===== src/sv/trbp_pkg.sv =====
// ----------------------------------------------------------------------------
// trbp_pkg
// Types, field kinds and helpers shared by the track run box parser modules.
// ----------------------------------------------------------------------------
package trbp_pkg;

   typedef enum logic [2:0] {
      KIND_COUNT       = 3'd0,
      KIND_DATA_OFFSET = 3'd1,
      KIND_FIRST_FLAGS = 3'd2,
      KIND_DURATION    = 3'd3,
      KIND_SIZE        = 3'd4,
      KIND_FLAGS       = 3'd5,
      KIND_COMP_OFFSET = 3'd6,
      KIND_NONE        = 3'd7
   } kind_type;

   // Held flag bits: data offset, first-sample flags, then the four per-sample fields.
   localparam int FLAG_DATA_OFFSET = 0;
   localparam int FLAG_FIRST_FLAGS = 1;
   localparam int HELD_FLAGS_W     = 6;

   // Box flag bit positions
   localparam int BOX_FLAG_DATA_OFFSET = 0;
   localparam int BOX_FLAG_FIRST_FLAGS = 2;
   localparam int BOX_FLAG_SAMPLE_LO   = 8;

   typedef logic [HELD_FLAGS_W-1:0] held_flags_type;

   // One assembled word handed from the byte front end to the field sequencer
   typedef struct packed {
      logic [31:0]    word;
      logic           first;   // first word of a new box body
      held_flags_type flags;   // flags of that box, meaningful when first is set
   } word_entry_type;

   function automatic held_flags_type map_flags(input logic [23:0] box_flags);
      held_flags_type result;
      result = {box_flags[BOX_FLAG_SAMPLE_LO+3:BOX_FLAG_SAMPLE_LO],
                box_flags[BOX_FLAG_FIRST_FLAGS], box_flags[BOX_FLAG_DATA_OFFSET]};
      return result;
   endfunction

   // First per-sample kind at or after 'from' whose flag is held
   function automatic kind_type next_sample_kind(input held_flags_type flags,
                                                 input kind_type from);
      kind_type result;
      logic     found;
      result = KIND_NONE;
      found  = 1'b0;
      for (int k = int'(KIND_DURATION); k <= int'(KIND_COMP_OFFSET); k++) begin
         if (!found && (k >= int'(from)) && flags[k-1]) begin
            result = kind_type'(3'(k));
            found  = 1'b1;
         end
      end
      return result;
   endfunction

endpackage


===== src/sv/trbp_front.sv =====
// ----------------------------------------------------------------------------
// trbp_front
// Byte front end: packs big-endian bytes into 32-bit words, marks box starts.
// ----------------------------------------------------------------------------
module trbp_front (
   input  logic                    clock,
   input  logic                    reset,
   input  logic                    byte_accept,
   input  logic [7:0]              data_byte,
   input  logic                    box_start,
   input  logic [23:0]             box_flags,
   output logic                    push,
   output trbp_pkg::word_entry_type push_entry
);
   import trbp_pkg::*;

   logic [1:0]     pos_ff, pos_in;
   logic [23:0]    acc_ff, acc_in;
   logic           first_ff, first_in;
   held_flags_type flags_ff, flags_in;

   logic [1:0]     pos_eff;
   logic [23:0]    acc_eff;
   logic           first_eff;

   always_comb begin
      pos_eff   = box_start ? 2'd0 : pos_ff;
      acc_eff   = box_start ? 24'd0 : acc_ff;
      first_eff = box_start | first_ff;

      pos_in   = pos_ff;
      acc_in   = acc_ff;
      first_in = first_ff;
      flags_in = flags_ff;
      push     = 1'b0;

      push_entry.word  = {acc_eff, data_byte};
      push_entry.first = first_eff;
      push_entry.flags = box_start ? map_flags(box_flags) : flags_ff;

      if (byte_accept) begin
         flags_in = push_entry.flags;
         if (pos_eff == 2'd3) begin
            push     = 1'b1;
            pos_in   = 2'd0;
            acc_in   = 24'd0;
            first_in = 1'b0;
         end else begin
            pos_in   = pos_eff + 2'd1;
            acc_in   = {acc_eff[15:0], data_byte};
            first_in = first_eff;
         end
      end
   end

   always_ff @(posedge clock) begin
      if (reset) begin
         pos_ff   <= 2'd0;
         first_ff <= 1'b0;
      end else begin
         pos_ff   <= pos_in;
         first_ff <= first_in;
      end
      acc_ff   <= acc_in;
      flags_ff <= flags_in;
   end

endmodule


===== src/sv/trbp_fifo.sv =====
// ----------------------------------------------------------------------------
// trbp_fifo
// Two-entry word queue between the byte front end and the field sequencer.
// ----------------------------------------------------------------------------
module trbp_fifo (
   input  logic                     clock,
   input  logic                     reset,
   input  logic                     push,
   input  trbp_pkg::word_entry_type push_entry,
   output logic                     full,
   input  logic                     pop,
   output logic                     not_empty,
   output trbp_pkg::word_entry_type pop_entry
);
   import trbp_pkg::*;

   word_entry_type mem_ff [2];
   logic           wr_ptr_ff, wr_ptr_in;
   logic           rd_ptr_ff, rd_ptr_in;
   logic [1:0]     count_ff, count_in;

   assign full      = (count_ff == 2'd2);
   assign not_empty = (count_ff != 2'd0);
   assign pop_entry = mem_ff[rd_ptr_ff];

   always_comb begin
      wr_ptr_in = push ? ~wr_ptr_ff : wr_ptr_ff;
      rd_ptr_in = pop ? ~rd_ptr_ff : rd_ptr_ff;
      count_in  = count_ff + {1'b0, push} - {1'b0, pop};
   end

   always_ff @(posedge clock) begin
      if (reset) begin
         wr_ptr_ff <= 1'b0;
         rd_ptr_ff <= 1'b0;
         count_ff  <= 2'd0;
      end else begin
         wr_ptr_ff <= wr_ptr_in;
         rd_ptr_ff <= rd_ptr_in;
         count_ff  <= count_in;
      end
      if (push) begin
         mem_ff[wr_ptr_ff] <= push_entry;
      end
   end

endmodule


===== src/sv/trbp_back.sv =====
// ----------------------------------------------------------------------------
// trbp_back
// Field sequencer: walks the header and per-sample fields word by word and
// registers one result per word of an active run.
// ----------------------------------------------------------------------------
module trbp_back (
   input  logic                     clock,
   input  logic                     reset,
   input  logic                     q_not_empty,
   input  trbp_pkg::word_entry_type q_entry,
   output logic                     q_pop,
   output logic                     out_valid,
   input  logic                     out_ready,
   output trbp_pkg::kind_type       out_kind,
   output logic [31:0]              out_value,
   output logic [31:0]              out_index,
   output logic                     out_last
);
   import trbp_pkg::*;

   kind_type       field_ff, field_in;
   held_flags_type flags_ff, flags_in;
   logic [31:0]    remain_ff, remain_in;
   logic [31:0]    counter_ff, counter_in;
   logic           done_ff, done_in;

   logic           ov_ff, ov_in;
   kind_type       ok_ff, ok_in;
   logic [31:0]    oval_ff, oval_in;
   logic [31:0]    oidx_ff, oidx_in;
   logic           olast_ff, olast_in;

   held_flags_type eff_flags;
   kind_type       eff_kind, next_kind, after;
   logic [31:0]    eff_remain, eff_counter, new_remain, new_counter;
   logic           eff_done, load;
   logic           q_first;

   always_comb begin
      // an empty queue presents a stale entry; only a held word may restart
      q_first     = q_not_empty && q_entry.first;
      eff_flags   = q_first ? q_entry.flags : flags_ff;
      eff_kind    = q_first ? KIND_COUNT : field_ff;
      eff_remain  = q_first ? 32'd0 : remain_ff;
      eff_counter = q_first ? 32'd0 : counter_ff;
      eff_done    = q_first ? 1'b0 : done_ff;

      new_remain  = eff_remain;
      new_counter = eff_counter;
      after       = KIND_NONE;

      unique case (eff_kind)
         KIND_COUNT: begin
            new_remain = q_entry.word;
            if (eff_flags[FLAG_DATA_OFFSET]) begin
               next_kind = KIND_DATA_OFFSET;
            end else if (eff_flags[FLAG_FIRST_FLAGS]) begin
               next_kind = KIND_FIRST_FLAGS;
            end else begin
               next_kind = (q_entry.word == 32'd0) ? KIND_NONE
                         : next_sample_kind(eff_flags, KIND_DURATION);
            end
         end
         KIND_DATA_OFFSET: begin
            if (eff_flags[FLAG_FIRST_FLAGS]) begin
               next_kind = KIND_FIRST_FLAGS;
            end else begin
               next_kind = (eff_remain == 32'd0) ? KIND_NONE
                         : next_sample_kind(eff_flags, KIND_DURATION);
            end
         end
         KIND_FIRST_FLAGS: begin
            next_kind = (eff_remain == 32'd0) ? KIND_NONE
                      : next_sample_kind(eff_flags, KIND_DURATION);
         end
         KIND_NONE: begin
            // never held while a run is active
            next_kind = KIND_NONE;
         end
         default: begin
            after = next_sample_kind(eff_flags, kind_type'(eff_kind + 3'd1));
            if (after == KIND_NONE) begin
               // end of this sample's fields
               new_remain  = eff_remain - 32'd1;
               new_counter = eff_counter + 32'd1;
               next_kind   = (new_remain == 32'd0) ? KIND_NONE
                           : next_sample_kind(eff_flags, KIND_DURATION);
            end else begin
               next_kind = after;
            end
         end
      endcase

      q_pop = q_not_empty && (!ov_ff || out_ready);
      load  = q_pop && !eff_done;

      field_in   = field_ff;
      flags_in   = flags_ff;
      remain_in  = remain_ff;
      counter_in = counter_ff;
      done_in    = done_ff;
      if (load) begin
         flags_in   = eff_flags;
         remain_in  = new_remain;
         counter_in = new_counter;
         done_in    = (next_kind == KIND_NONE);
         field_in   = (next_kind == KIND_NONE) ? KIND_COUNT : next_kind;
      end

      ov_in    = load ? 1'b1 : (out_ready ? 1'b0 : ov_ff);
      ok_in    = load ? eff_kind : ok_ff;
      oval_in  = load ? q_entry.word : oval_ff;
      oidx_in  = load ? ((eff_kind >= KIND_DURATION) ? eff_counter : 32'd0) : oidx_ff;
      olast_in = load ? (next_kind == KIND_NONE) : olast_ff;
   end

   always_ff @(posedge clock) begin
      if (reset) begin
         field_ff   <= KIND_COUNT;
         flags_ff   <= '0;
         remain_ff  <= 32'd0;
         counter_ff <= 32'd0;
         done_ff    <= 1'b1;
         ov_ff      <= 1'b0;
      end else begin
         field_ff   <= field_in;
         flags_ff   <= flags_in;
         remain_ff  <= remain_in;
         counter_ff <= counter_in;
         done_ff    <= done_in;
         ov_ff      <= ov_in;
      end
      ok_ff    <= ok_in;
      oval_ff  <= oval_in;
      oidx_ff  <= oidx_in;
      olast_ff <= olast_in;
   end

   assign out_valid = ov_ff;
   assign out_kind  = ok_ff;
   assign out_value = oval_ff;
   assign out_index = oidx_ff;
   assign out_last  = olast_ff;

   a_reset_idle: assert property (@(posedge clock)
      reset |=> done_ff && !ov_ff)
      else $error("sequencer not idle after reset");

   a_header_index: assert property (@(posedge clock) disable iff (reset)
      (ov_ff && (ok_ff == KIND_COUNT || ok_ff == KIND_DATA_OFFSET ||
                 ok_ff == KIND_FIRST_FLAGS)) |-> (oidx_ff == 32'd0))
      else $error("header field carries a sample index");

   a_drop_idle: assert property (@(posedge clock) disable iff (reset)
      (q_pop && done_ff && !q_entry.first) |=> $stable(counter_ff) && $stable(done_ff))
      else $error("word after end of run changed sequencer state");

   a_active_field: assert property (@(posedge clock) disable iff (reset)
      !done_ff |-> (field_ff != KIND_NONE))
      else $error("active run holds no field");

endmodule


===== src/sv/track_run_box_parser_top.sv =====
// ----------------------------------------------------------------------------
// track_run_box_parser_top
// Track run box body parser, one byte per transfer in, one field per transfer out.
// ----------------------------------------------------------------------------
// Input stream (req_): one body byte per transfer, with the box flags in tdata
// and a start marker in tuser on the first byte of a body. Output stream (rsp_):
// one transfer per completed 32-bit field, with its kind in tuser, the value
// and sample index in tdata and tlast on the final field of the run.
// Throughput: one byte per cycle while req_tready is high; one field per four
// bytes on average, and fields held in the queue after a stall leave on
// back-to-back cycles. A field passes through the word queue and then the
// output register after its fourth byte transfer.
// Bytes after the run completes, or before any start, are consumed and
// dropped. A start mid-run abandons the partial word and restarts.
// Reset clears the byte position, the two-entry queue and the output
// register; the parser then waits for a start. When the receiver stalls the
// queue fills and req_tready drops once both entries are taken.
// ----------------------------------------------------------------------------
module track_run_box_parser_top (
   input  logic        clock,
   input  logic        reset,
   input  logic        req_tvalid,
   output logic        req_tready,
   input  logic [31:0] req_tdata,   // [7:0] data_byte, [31:8] box_flags
   input  logic        req_tuser,   // [0] box_start
   output logic        rsp_tvalid,
   input  logic        rsp_tready,
   output logic [63:0] rsp_tdata,   // [31:0] field_value, [63:32] sample_number
   output logic [2:0]  rsp_tuser,   // [2:0] field_kind
   output logic        rsp_tlast    // run_last
);
   import trbp_pkg::*;

   logic           q_full, q_not_empty, q_push, q_pop, byte_accept;
   word_entry_type push_entry, pop_entry;
   kind_type       out_kind;
   logic [31:0]    out_value, out_index;

   assign req_tready  = !q_full;
   assign byte_accept = req_tvalid && req_tready;

   trbp_front u_front (
      .clock       (clock),
      .reset       (reset),
      .byte_accept (byte_accept),
      .data_byte   (req_tdata[7:0]),
      .box_start   (req_tuser),
      .box_flags   (req_tdata[31:8]),
      .push        (q_push),
      .push_entry  (push_entry)
   );

   trbp_fifo u_fifo (
      .clock      (clock),
      .reset      (reset),
      .push       (q_push),
      .push_entry (push_entry),
      .full       (q_full),
      .pop        (q_pop),
      .not_empty  (q_not_empty),
      .pop_entry  (pop_entry)
   );

   trbp_back u_back (
      .clock       (clock),
      .reset       (reset),
      .q_not_empty (q_not_empty),
      .q_entry     (pop_entry),
      .q_pop       (q_pop),
      .out_valid   (rsp_tvalid),
      .out_ready   (rsp_tready),
      .out_kind    (out_kind),
      .out_value   (out_value),
      .out_index   (out_index),
      .out_last    (rsp_tlast)
   );

   assign rsp_tdata = {out_index, out_value};
   assign rsp_tuser = out_kind;

endmodule


===== config.mk =====
export PLATFORM = sky130hd
export DESIGN_NAME = track_run_box_parser_top
export DESIGN_NICKNAME = d
export VERILOG_FILES = /design/src/sv/trbp_pkg.sv /design/src/sv/trbp_front.sv /design/src/sv/trbp_fifo.sv /design/src/sv/trbp_back.sv /design/src/sv/track_run_box_parser_top.sv
export SDC_FILE = /design/constraint.sdc
export NUM_CORES = 1
export LEC_CHECK = 0
export ABC_AREA = 0
export BUFFER_PORTS_ARGS = -buffer_cell sky130_fd_sc_hd__buf_2
export CORE_MARGIN = 2
export CORE_UTILIZATION = 48
export CTS_CLUSTER_SIZE = 20
export DETAILED_ROUTE_END_ITERATION = 8
export PLACE_DENSITY = 0.68
export SETUP_SLACK_MARGIN = 0.2
export SYNTH_ARGS = -nofsm -noshare
export SYNTH_HDL_FRONTEND = slang
export SYNTH_SLANG_ARGS = --single-unit

===== constraint.sdc =====
create_clock -name clock -period 7.7 [get_ports clock]
set_input_delay 1.54 -clock clock [delete_from_list [all_inputs] [get_ports clock]]
set_output_delay 1.54 -clock clock [all_outputs]
set_load 0.02 [all_outputs]

# == Word-level counts from Yosys, hierarchy flattened ==
# Memory sizes are Yosys's and may differ from the RTL's. A register that Yosys moved wholly into a read port is not among the register bits.
# Index checks and enable logic that the tools add are counted.
# classes
mul,0
mux,88
order_cmp,5
reduce_logical,50
n_shift,0
n_div,0
addsub,6
n_eq_ne,7
bitwise_logic,3
# ops
op,n
$mux W32,5
$logic_not A32 Y1,3
$mux W3,28
$pmux W32 S2,1
$mux W1,48
$add A32 B1 Y32 const B,1
$sub A32 B1 Y32 const B,1
$mux W24,1
$logic_and A1 B1 Y1,23
$logic_not A1 Y1,18
$mux W6,2
$pmux W3 S4,1
$eq A3 B3 Y1 const B,3
$ge A3 B3 Y1 const A,3
$eq A2 B2 Y1 const B,2
$mux W2,2
$reduce_bool A2 Y1,2
$reduce_or A4 Y1,1
$add A3 B1 Y3 const B,1
$eq A3 B1 Y1 const B,1
$eq A3 B2 Y1 const B,1
$ge A2 B3 Y1 const A,1
$ge A3 B2 Y1 const B,1
$logic_not A3 Y1,1
other kinds (7),8
# word_totals
n_memories,1
inputBits,37
regBits,180
mem_bits_ro,0
out_inout_bits,70
mem_bits_rw,78
latch_bits,0
# mem_list
memory,depth,word_bits,read_ports,rd_clocked_by_memory_dff,wr,line_no,source
u_fifo.mem_ff,2,39,1,1,1,trbp_fifo.sv:17,word_entry_type mem_ff [2];

# == Longest topological paths before layout ==
# Gate-level depths: netlist (run 1).
# logic_depth
word_depth,44
ltp_mapped,24

# == Hierarchy ==
# From an unflattened synthesis (run 1), not the netlist that was laid out.
# hier_totals
hier_cells,1196
area_unflattened_um2,12789.8
# by_module_without_submodules
module,area_per_inst_um2,n_inst,cells_each
trbp_back,8190.4,1,940
trbp_fifo,3079.2,1,142
trbp_front,1510.2,1,112
track_run_box_parser_top,10.0,1,2

# == Worst setup path before layout (run 1) ==
# Ideal clock, no wire load.
# synth_timing
path_kind,register to register
from,reg with a tool-made name
to,reg u_back.counter_ff[27]
path_buffers,7
synth_period_minus_slack_ps,5792
setup_time_ps,59
arrival_time_ps,5733
slack_ps,1908
stages_incl_launch_ff,24
t_required_ps,7641
cell_sequence,dfxtp_1 -> clkbuf_1 -> mux2i_1 -> or2_2 -> clkbuf_1 -> clkbuf_1 -> buf_1 -> clkbuf_1 -> clkbuf_1 -> nand2_1 -> inv_1 -> ha_1 -> ha_1 -> clkbuf_1 -> or4bb_1 -> a22oi_1 -> o2111ai_1 -> nor4b_2 -> nand4_1 -> or2_2 -> nor2_1 -> nand4_1 -> a211o_1 -> nand2_1
# synth_lines
element,line_no,source
to (signal assigned),trbp_back.sv:129,counter_ff <= counter_in;
to (decl),trbp_back.sv:24,"logic [31:0] counter_ff, counter_in;"

# == Worst setup path after layout (run 1) ==
# layout_timing
from,reg u_fifo.count_ff[1]
to,reg u_back.counter_ff[27]
# layout_via
elab_chain_cells,26
# layout_lines
element,line_no,source
from (decl),trbp_fifo.sv:20,"logic [1:0] count_ff, count_in;"
from (signal assigned),trbp_fifo.sv:40,count_ff <= count_in;
$reduce_bool A2 Y1 (*),trbp_fifo.sv:23,assign not_empty = (count_ff != 2'd0);
$logic_and A1 B1 Y1 (*),trbp_back.sv:41,q_first = q_not_empty && q_entry.first;
$mux W3 (*),trbp_back.sv:43,eff_kind = q_first ? KIND_COUNT : field_ff;
net u_back.eff_kind[1],trbp_back.sv:34,"kind_type eff_kind, next_kind, after;"
$add A3 B1 Y3,trbp_back.sv:81,"after = next_sample_kind(eff_flags, kind_type'(eff_kind + 3'd1));"
$ge A2 B3 Y1,trbp_pkg.sv:52,if (!found && (k >= int'(from)) && flags[k-1]) begin
$logic_and A1 B1 Y1,trbp_pkg.sv:52,
$mux W1,trbp_pkg.sv:52,
[10 not listed],--,
$mux W1,trbp_back.sv:52,unique case (eff_kind)
$logic_not A1 Y1,trbp_pkg.sv:52,
$logic_and A1 B1 Y1 (2 in series),trbp_pkg.sv:52,
$mux W3,trbp_pkg.sv:52,
$mux W3,trbp_back.sv:52,
$eq A3 B3 Y1,trbp_back.sv:82,if (after == KIND_NONE) begin
$mux W32,trbp_back.sv:82,
$mux W32 (*),trbp_back.sv:52,
# Mark *: on every way through the listed nets, which the timed path passes. The rest lies on a longest branch. The select of a mux whose other input is x is not followed.
# A chain may end at the register's enable or synchronous reset.

==> results.cfg, run 1 <==
[outcome]
status = finished, final reports clean

[placed_design]
dp_slack_ps = 2640
post-place-cells = 1516
port_buffers = 88
dpl.hpwl_um = 19600
place.gp.congestion = 0.893

[timing]
slew_headroom = 0.220
timing.setup.tns_ps = 0
layout_setup_ws_ps = 2530
tightest_slew_ps = 1170
min_period_over_period = 0.671
finalHoldViolCount = 0
finalSetupViolCount = 0
fin_skew_ps = 22.4
post-route-min-period_ps = 5170
rsz0062_at_grt = no
fmax_mhz = 194
final_max_slew_viol_count = 0

[yosys]
synth_edf_count = 176
syn_avg_cell_area_um2 = 10.6
async_flop_share = 0
synth_cells = 1149
synth_cell_types = 69
ys_seq_area_frac = 0.568
syn_nets = 1200
ys.warnings.count = 0
synthFlopType = edfxtp_1
netlist_area_um2 = 12200
ys_seq_elements = 259

[worst_setup_path]
cp_cell_sequence = nor2_1 -> or2_2 -> nand2_1 -> inv_1 -> ha_1 -> ha_1 -> or4bb_1 -> a22oi_1 -> o2111ai_1 -> nor4b_2 -> nand4_1 -> or2_2 -> nor2_1 -> nand4_1 -> a211o_1 -> nand2_1
arrival_ps = 5650
critical-path-max-stage-delay_ps = 690
crit_fanout = 9
cp-end-kind = flop
crit_slowest_cell = nor4b_2
critical_path.startpoint_type = flop
critPathRequiredTime_ps = 8180
critPathKind = flop to flop

[power]
cellLeakagePower_nw = 5.09
power-per-cell-area_nw_per_um2 = 428
finalPower_w = 0.00595
peakVddDrop_mv = 0.219

[grt]
grt_pass1_wl_um = 47300
grt_start_max_net_pins = 85
antenna_found_initial = 0
grt.overflow.total = 0
globalRouteTotalUtil = 0.226
grt_pass1_vias = 8563

[finish]
layout-drive-gt1-share = 0.162
final_common_cell = edfxtp_1
layout.nets = 1267
fin_cells = 1568
final_util = 0.554
syn2layout_area_growth_pct = 13.8
final_cell_mix = 176 x edfxtp_1, 119 x nor2_1, 111 x nand2_1
regArea_um2 = 6950
nFillCells = 2205
diodes = 0
multiInputGateArea_um2 = 4950

[drt]
ant_nets = 0
drt_iter0_markers = 921
drc = 0
dr.pass1.iters = 5
totalWireLength_um = 30200
viasPerCell = 5.79
via_count = 9084
post_drt_wl_per_cell_um = 19.2

[floorplanning]
dieArea_um2 = 26800
num_rows = 58
start_util = 0.487
ios = 107
design.core.area_um2 = 25100
die_w_um = 164
dieHeight_um = 164

[cts]
clock_latency_ps = 560
cts_tree = built
cts_resized = 0
clock_sinks = 259
post_cts_buffers = 0
cts-hold-fix-buffers = 0
clockBufferDepth = 3
htreeDepth = 1
clk_pin_slew_worst_paths_ps = 60
cts_buffers = 28
cts_root_buf = clkbuf_16

[flow_run]
drv_cap = 0

[worst_hold_path]
hp-class = flop to flop
## critical path, delay by kind of cell, from the launching register on
family / cells / cell delay [ps]
flip-flops: 1 / 340
AND/OR/NAND/NOR: 10 / 3420
AO/OA/AOI/OAI: 3 / 690
buffers and inverters: 1 / 150
adder cells (fa/ha/maj): 2 / 520
## through the flow
stage                     cell area (um^2)  hold WS [ps]
after CTS                            13900           491
after detailed placement             13000           477
final                                13900           489
after floorplan                      12200           446
after global placement               13000           461
after global routing                 13900           508
## cells by family (layout without fill, tap and decap cells)
logic type | Yosys count | after routing | synth area share
compound gates | 219 | 219 | 0.117
xor+xnor | 39 | 39 | 0.0279
fa+ha+maj | 14 | 14 | 0.0143
buf+inv | 93 | 182 | 0.0289
flops | 259 | 259 | 0.568
mux | 56 | 56 | 0.0493
simple gates | 469 | 469 | 0.195
## synth_stat cells, types with 26 or more instances
cell / number / share of area
dfxtp_1: 83 / 0.14
inv_1: 27 / 0.0083
nor2_1: 121 / 0.037
edfxtp_1: 176 / 0.43
and2_1: 37 / 0.019
clkbuf_1: 58 / 0.018
nand2_1: 111 / 0.034
mux2_2: 33 / 0.030
nor2b_1: 57 / 0.029
nand3_1: 26 / 0.011
o21ai_0: 60 / 0.025
a21oi_1: 49 / 0.020
## path summary, 6_finish.rpt
kind	startpoint	to	slack, ps	cells past startpoint
max	u_fifo.count_ff[1]	u_back.counter_ff[27]	2530	16
min reg2reg	u_back.counter_ff[1]	u_back.counter_ff[1]	490	2
min	u_back.counter_ff[1]	u_back.counter_ff[1]	490	2
max reg2reg	u_fifo.count_ff[1]	u_back.counter_ff[27]	2530	16
## registers in the layout, indices dropped and copies added (netlist names), 2 cells and up, named ones only
register and count:
u_back.out_index 32, u_front.pos_ff 2, u_front.flags_ff 6, u_fifo.count_ff 2, u_back.counter_ff 32, u_fifo.mem_ff 78, u_back.flags_ff 6, u_back.out_value 32
u_back.remain_ff 32, u_front.acc_ff 24, u_back.field_ff 3, u_back.out_kind 3
## layout make-up
class                           instances  area share
Sequential cell                       259       0.499
Multi-Input combinational cell        797       0.355
Clock buffer                           35      0.0552
Inverter                               28     0.00764
Tap cell                              330      0.0297
Timing Repair Buffer                  102      0.0401
Clock inverter                         17      0.0126
## routing by layer
| layer | global-route usage | vias to the layer above | wire (um) |
|---|---|---|---|
| li1 | - | 4326 | - |
| met1 | 0.327 | 4393 | 13800 |
| met2 | 0.355 | 322 | 13800 |
| met3 | 0.0409 | 43 | 2080 |
| met4 | 0.0522 | 0 | 467 |
| met5 | 0 | - | 0 |
## report_power, final
part / internal (W) / total, W / switching [W]
sequential: 0.00172 / 0.00184 / 0.000126
clock: 0.000811 / 0.00137 / 0.000561
combinational: 0.000928 / 0.00273 / 0.00181
total: 0.00346 / 0.00595 / 0.00249
Note: power is estimated with default switching activity, not from simulation.
==> inputs of run 2 (changes only) <==
- PLACE_DENSITY: 0.68 -> 0.71
- clock period: 7.7 -> 4.6 ns (I/O delays scaled with it)
==> run 2 against run 1 <==
Register-to-register slack got worse by 2100 ps. Final cell count increased by 1.7%. Worst setup slack got worse by 2100 ps. Power grew 68%. Sequential cell count unchanged. Clock-buffer cell count increased by 3. Critical path type unchanged. Via count up 2.5%. Largest cell class unchanged. Sequential power increased by 68%. Final area grew 1.4%. Largest power group unchanged. Wire length increased by 2.6%.
==> results.cfg, run 2 (synthesis gave the netlist of run 1 again) <==
[outcome]
status = finished, final reports clean

[timing]
fin_skew_ps = 20.5
fmax_mhz = 242
slew_headroom = 0.246
finalHoldViolCount = 0
final_max_slew_viol_count = 0
tightest_slew_ps = 1130
timing.setup.tns_ps = 0
post-route-min-period_ps = 4130
holdWs_ps = 485
finalSetupViolCount = 0
rsz0062_at_grt = no
min_period_over_period = 0.899

[grt]
grt_start_max_net_pins = 46
antenna_found_initial = 0
use_met1 = 0.338
grt.overflow.total = 0
globalRouteTotalUtil = 0.230
gr-usage-met2 = 0.348
grt-busiest-layer = met2
grt_pass1_wl_um = 48100
grt_pass1_vias = 8687
gr-usage-met3 = 0.0434

[worst_setup_path]
crit_slowest_cell = or4_4
arrival_ps = 4560
crit_fanout = 14
cp_cell_sequence = mux2i_4 -> or2_4 -> nand2_8 -> inv_6 -> ha_4 -> ha_4 -> or4bb_1 -> a22oi_2 -> o2111ai_2 -> nor4b_4 -> nand4_1 -> or2_4 -> or4_4 -> nand4b_1 -> o21ai_1
critPathRequiredTime_ps = 5020
crit_family = simple AND/OR/NAND/NOR gates
critPathKind = flop to flop
critical-path-max-stage-delay_ps = 540
critPathBufInv = 1
critical_path.startpoint_type = flop
cp-end-kind = flop

[floorplanning]
num_rows = 58
dieArea_um2 = 26800
design.core.area_um2 = 25100
ios = 107
die_w_um = 164
dieHeight_um = 164
start_util = 0.487

[cts]
htreeDepth = 1
cts_tree = built
post_cts_buffers = 0
cts-hold-fix-buffers = 0
cts_root_buf = clkbuf_16
cts_buffers = 28
clk_pin_slew_worst_paths_ps = 60
clockBufferDepth = 3
clock_sinks = 259
cts_resized = 0
clock_latency_ps = 550

[finish]
multiInputGateArea_um2 = 5050
layout.nets = 1294
regArea_um2 = 6950
final_common_cell = edfxtp_1
largest_reg_flops = 78
fin_cells = 1594
final_cell_mix = 176 x edfxtp_1, 115 x nor2_1, 109 x nand2_1
top_register = u_fifo.mem_ff
layout-drive-gt1-share = 0.184
final_util = 0.562
syn2layout_area_growth_pct = 15.4
nFillCells = 2223
diodes = 0

[worst_hold_path]
hp-class = flop to flop

[drt]
ant_nets = 0
drt_iter0_markers = 719
via_count = 9307
drc = 0
post_drt_wl_per_cell_um = 19.4
dr.pass1.iters = 6
totalWireLength_um = 30900
viasPerCell = 5.84

[power]
peakVddDrop_mv = 0.362
finalPower_w = 0.00999
power-per-cell-area_nw_per_um2 = 708
cellLeakagePower_nw = 5.17

[placed_design]
place.gp.congestion = 0.974
dpl.hpwl_um = 20800
port_buffers = 88
post-place-cells = 1543

[flow_run]
drv_cap = 0
run 2: cell types whose count changed in the layout (fill, tap and decap cells not counted), moves of 3 or more:
cell,before,now
or2_2,7,4
clkbuf_1,4,9
buf_4,13,41
or2_4,0,3
nor2_2,1,5
bufinv_16,3,0
nor2_1,119,115
run 2: area by class of cell:
| type | count | area share |
|---|---|---|
| clock buffer | 38 | 0.0538 |
| clock inverter | 13 | 0.00497 |
| inverter | 28 | 0.00807 |
| multi-input combinational | 797 | 0.358 |
| sequential | 259 | 0.493 |
| tap | 330 | 0.0293 |
| timing repair buffer | 129 | 0.0530 |
run 2: final timing paths:
check | startpoint | cells after the start | endpoint | slack, ps
worst max-delay path | flop | 15 | u_back.counter_ff[31] | 470
worst min-delay path | u_back.counter_ff[1] | 2 | u_back.counter_ff[1] | 490
worst max register to register | flop | 15 | u_back.counter_ff[31] | 470
worst min register to register | u_back.counter_ff[1] | 2 | u_back.counter_ff[1] | 490
run 2: tightest hold or removal path, delay by kind of cell, from the launching register on:
kind / cells / cell delay, ps
AOI/OAI and AO/OA: 1 / 60
DFF: 1 / 320
and+or+nand+nor: 1 / 70
run 2: report_power, final:
part / leakage (nW) / internal [W] / switching [W] / total, W
combinational: 2.45 / 0.00173 / 0.00311 / 0.00484
clock: 0.409 / 0.00115 / 0.000899 / 0.00205
sequential: 2.31 / 0.00287 / 0.000221 / 0.00309
run 2: metal layers:
| metal | share of wire | vias to the layer above |
|---|---|---|
| li1 | - | 4384 |
| met1 | 0.46 | 4512 |
| met2 | 0.44 | 357 |
| met3 | 0.078 | 54 |
| met4 | 0.023 | 0 |
| met5 | 0 | - |
run 2: per-stage QoR:
stage | setup slack, ps | cell area (um^2)
final | 467 | 14100
after global routing | 231 | 14100
after CTS | 454 | 14100
after detailed placement | 470 | 13300
after global placement | 516 | 13300
after floorplan | -172 | 12400
==> inputs of run 3 (changes only) <==
- BUFFER_PORTS_ARGS: -buffer_cell sky130_fd_sc_hd__buf_2 -> -buffer_cell sky130_fd_sc_hd__buf_4
- CORE_MARGIN: 2 -> 5
- MAX_ROUTING_LAYER: default -> met4
==> run 3 against run 2 <==
Critical path depth stayed put. Core utilization is 1.2 points higher. Critical path type unchanged. Non-clock buffer count is 1 lower.
==> results.cfg, run 3 (synthesis gave the netlist of run 1 again) <==
[outcome]
status = finished, final reports clean

[power]
finalPower_w = 0.0103
seqPwrFrac = 0.301
intPower_w = 0.00600
peakVddDrop_mv = 0.485
cellLeakagePower_nw = 5.27
power.share.clock = 0.216
netSwitchingPower_w = 0.00432
switching_share = 0.419
combPwrFrac = 0.483
power-per-cell-area_nw_per_um2 = 716

[placed_design]
port_buffers = 88
place.gp.congestion = 0.980
dpl.hpwl_um = 20900
post-place-cells = 1542

[worst_setup_path]
crit_family = simple AND/OR/NAND/NOR gates
crit_slowest_cell = or4_4
arrival_ps = 4620
cp_cell_sequence = mux2i_4 -> or2_4 -> nand2_8 -> inv_6 -> ha_4 -> ha_4 -> or4bb_1 -> a22oi_2 -> o2111ai_2 -> nor4b_4 -> nand4_1 -> or2_4 -> or4_4 -> nand4b_1 -> o21ai_1
critPathRequiredTime_ps = 5030
critical_path.startpoint_type = flop
critPathKind = flop to flop
crit_fanout = 10
critical-path-max-stage-delay_ps = 530
critPathBufInv = 1
cp-end-kind = flop

[timing]
finalSetupViolCount = 0
final_max_slew_viol_count = 0
slew_headroom = 0.176
fin_skew_ps = 14.6
finalHoldViolCount = 0
rsz0062_at_grt = no
post-route-min-period_ps = 4190
fmax_mhz = 239
min_period_over_period = 0.911
tightest_slew_ps = 1230

[finish]
layout-drive-gt1-share = 0.190
final_cell_mix = 176 x edfxtp_1, 127 x buf_4, 115 x nor2_1
fin_cells = 1592
diodes = 0
layout.nets = 1292
top_register = u_fifo.mem_ff
syn2layout_area_growth_pct = 17.8
final_common_cell = edfxtp_1
largest_reg_flops = 78

[cts]
clock_sinks = 259
htreeDepth = 1
clock_latency_ps = 560
cts_buffers = 27
cts_tree = built
post_cts_buffers = 0
cts_root_buf = clkbuf_16
cts-hold-fix-buffers = 0
clk_pin_slew_worst_paths_ps = 60
clockBufferDepth = 3
cts_resized = 0

[drt]
wl_met3_um = 2090
route.met2.wl_um = 13700
viasPerCell = 5.78
routed.top_layer = met4
totalWireLength_um = 31200
post_drt_wl_per_cell_um = 19.6
wl_met1_um = 14300
dr.pass1.iters = 5
drc = 0
via_count = 9202
ant_nets = 0
drt_iter0_markers = 823

[grt]
grt.overflow.total = 0
globalRouteTotalUtil = 0.220
grt_pass1_vias = 8675
grt_pass1_wl_um = 49000
grt_start_max_net_pins = 85
antenna_found_initial = 0

[floorplanning]
ios = 107
die_w_um = 170
num_rows = 58
start_util = 0.487
design.core.area_um2 = 25100
dieArea_um2 = 28800
dieHeight_um = 170

[flow_run]
drv_cap = 0

[worst_hold_path]
hp-start = u_back.counter_ff[1]
hp-class = flop to flop
-- run 3: cell count changes in the layout (fill, tap and decap cells not counted) --
cell	before	now
bufinv_16	0	3
clkbuf_1	9	3
inv_16	0	1
clkinv_1	5	2
buf_12	0	1
inv_6	3	4
clkinvlp_4	0	2
clkbuf_16	29	27
buf_4	41	127
clkinv_4	1	4
buf_2	88	0
-- run 3: worst register-to-register path: stages, from the launching register on --
cell and delay [ps]:
dfxtp_2 340, mux2i_4 180, or2_4 340, nand2_8 130
inv_6 40, ha_4 160, ha_4 320, or4bb_1 470
a22oi_2 210, o2111ai_2 170, nor4b_4 400, nand4_1 250
or2_4 330, or4_4 530, nand4b_1 100, o21ai_1 100
-- run 3: power groups by stage --
stage / combinational [W] / sequential [W] / clock [W]
2_1_floorplan: 0.00322 / 0.00325 / 0
3_3_place_gp: 0.00485 / 0.00314 / 0
3_5_place_dp: 0.00489 / 0.00315 / 0
4_1_cts: 0.00491 / 0.00310 / 0.00226
5_1_grt: 0.00540 / 0.00314 / 0.00236
6_report: 0.00498 / 0.00310 / 0.00222
-- run 3: metrics by stage --
stage               setup TNS (ps)  worst slack [ps]  area, um^2  hold slack, ps   util
global placement                 0               492       13500             457  0.538
floorplan                     -266              -172       12400             446      -
CTS                              0               419       14400             481  0.574
detailed placement               0               450       13500             464  0.538
global route                     0               220       14400             516  0.574
finish                           0               410       14400             477  0.574
-- run 3: area by class of cell --
class | instances | area [um^2]
multi-input combinational | 797 | 5050
fill | 2150 | 10700
inverter | 28 | 114
clock inverter | 20 | 219
timing repair buffer | 128 | 973
sequential | 259 | 6950
clock buffer | 30 | 687
tap | 330 | 413
-- run 3: worst paths after layout --
kind,end,slack (ps),cells after the start
worst max-delay path,u_back.counter_ff[31],410,15
worst min-delay path,u_back.counter_ff[1],480,2
worst max register to register,u_back.counter_ff[31],410,15
worst min register to register,u_back.counter_ff[1],480,2
-- run 3: per-layer routing --
layer	GRT usage	vias up
li1	-	4385
met1	0.314	4446
met2	0.320	297
met3	0.0387	74
met4	0.0742	0
met5	-	-
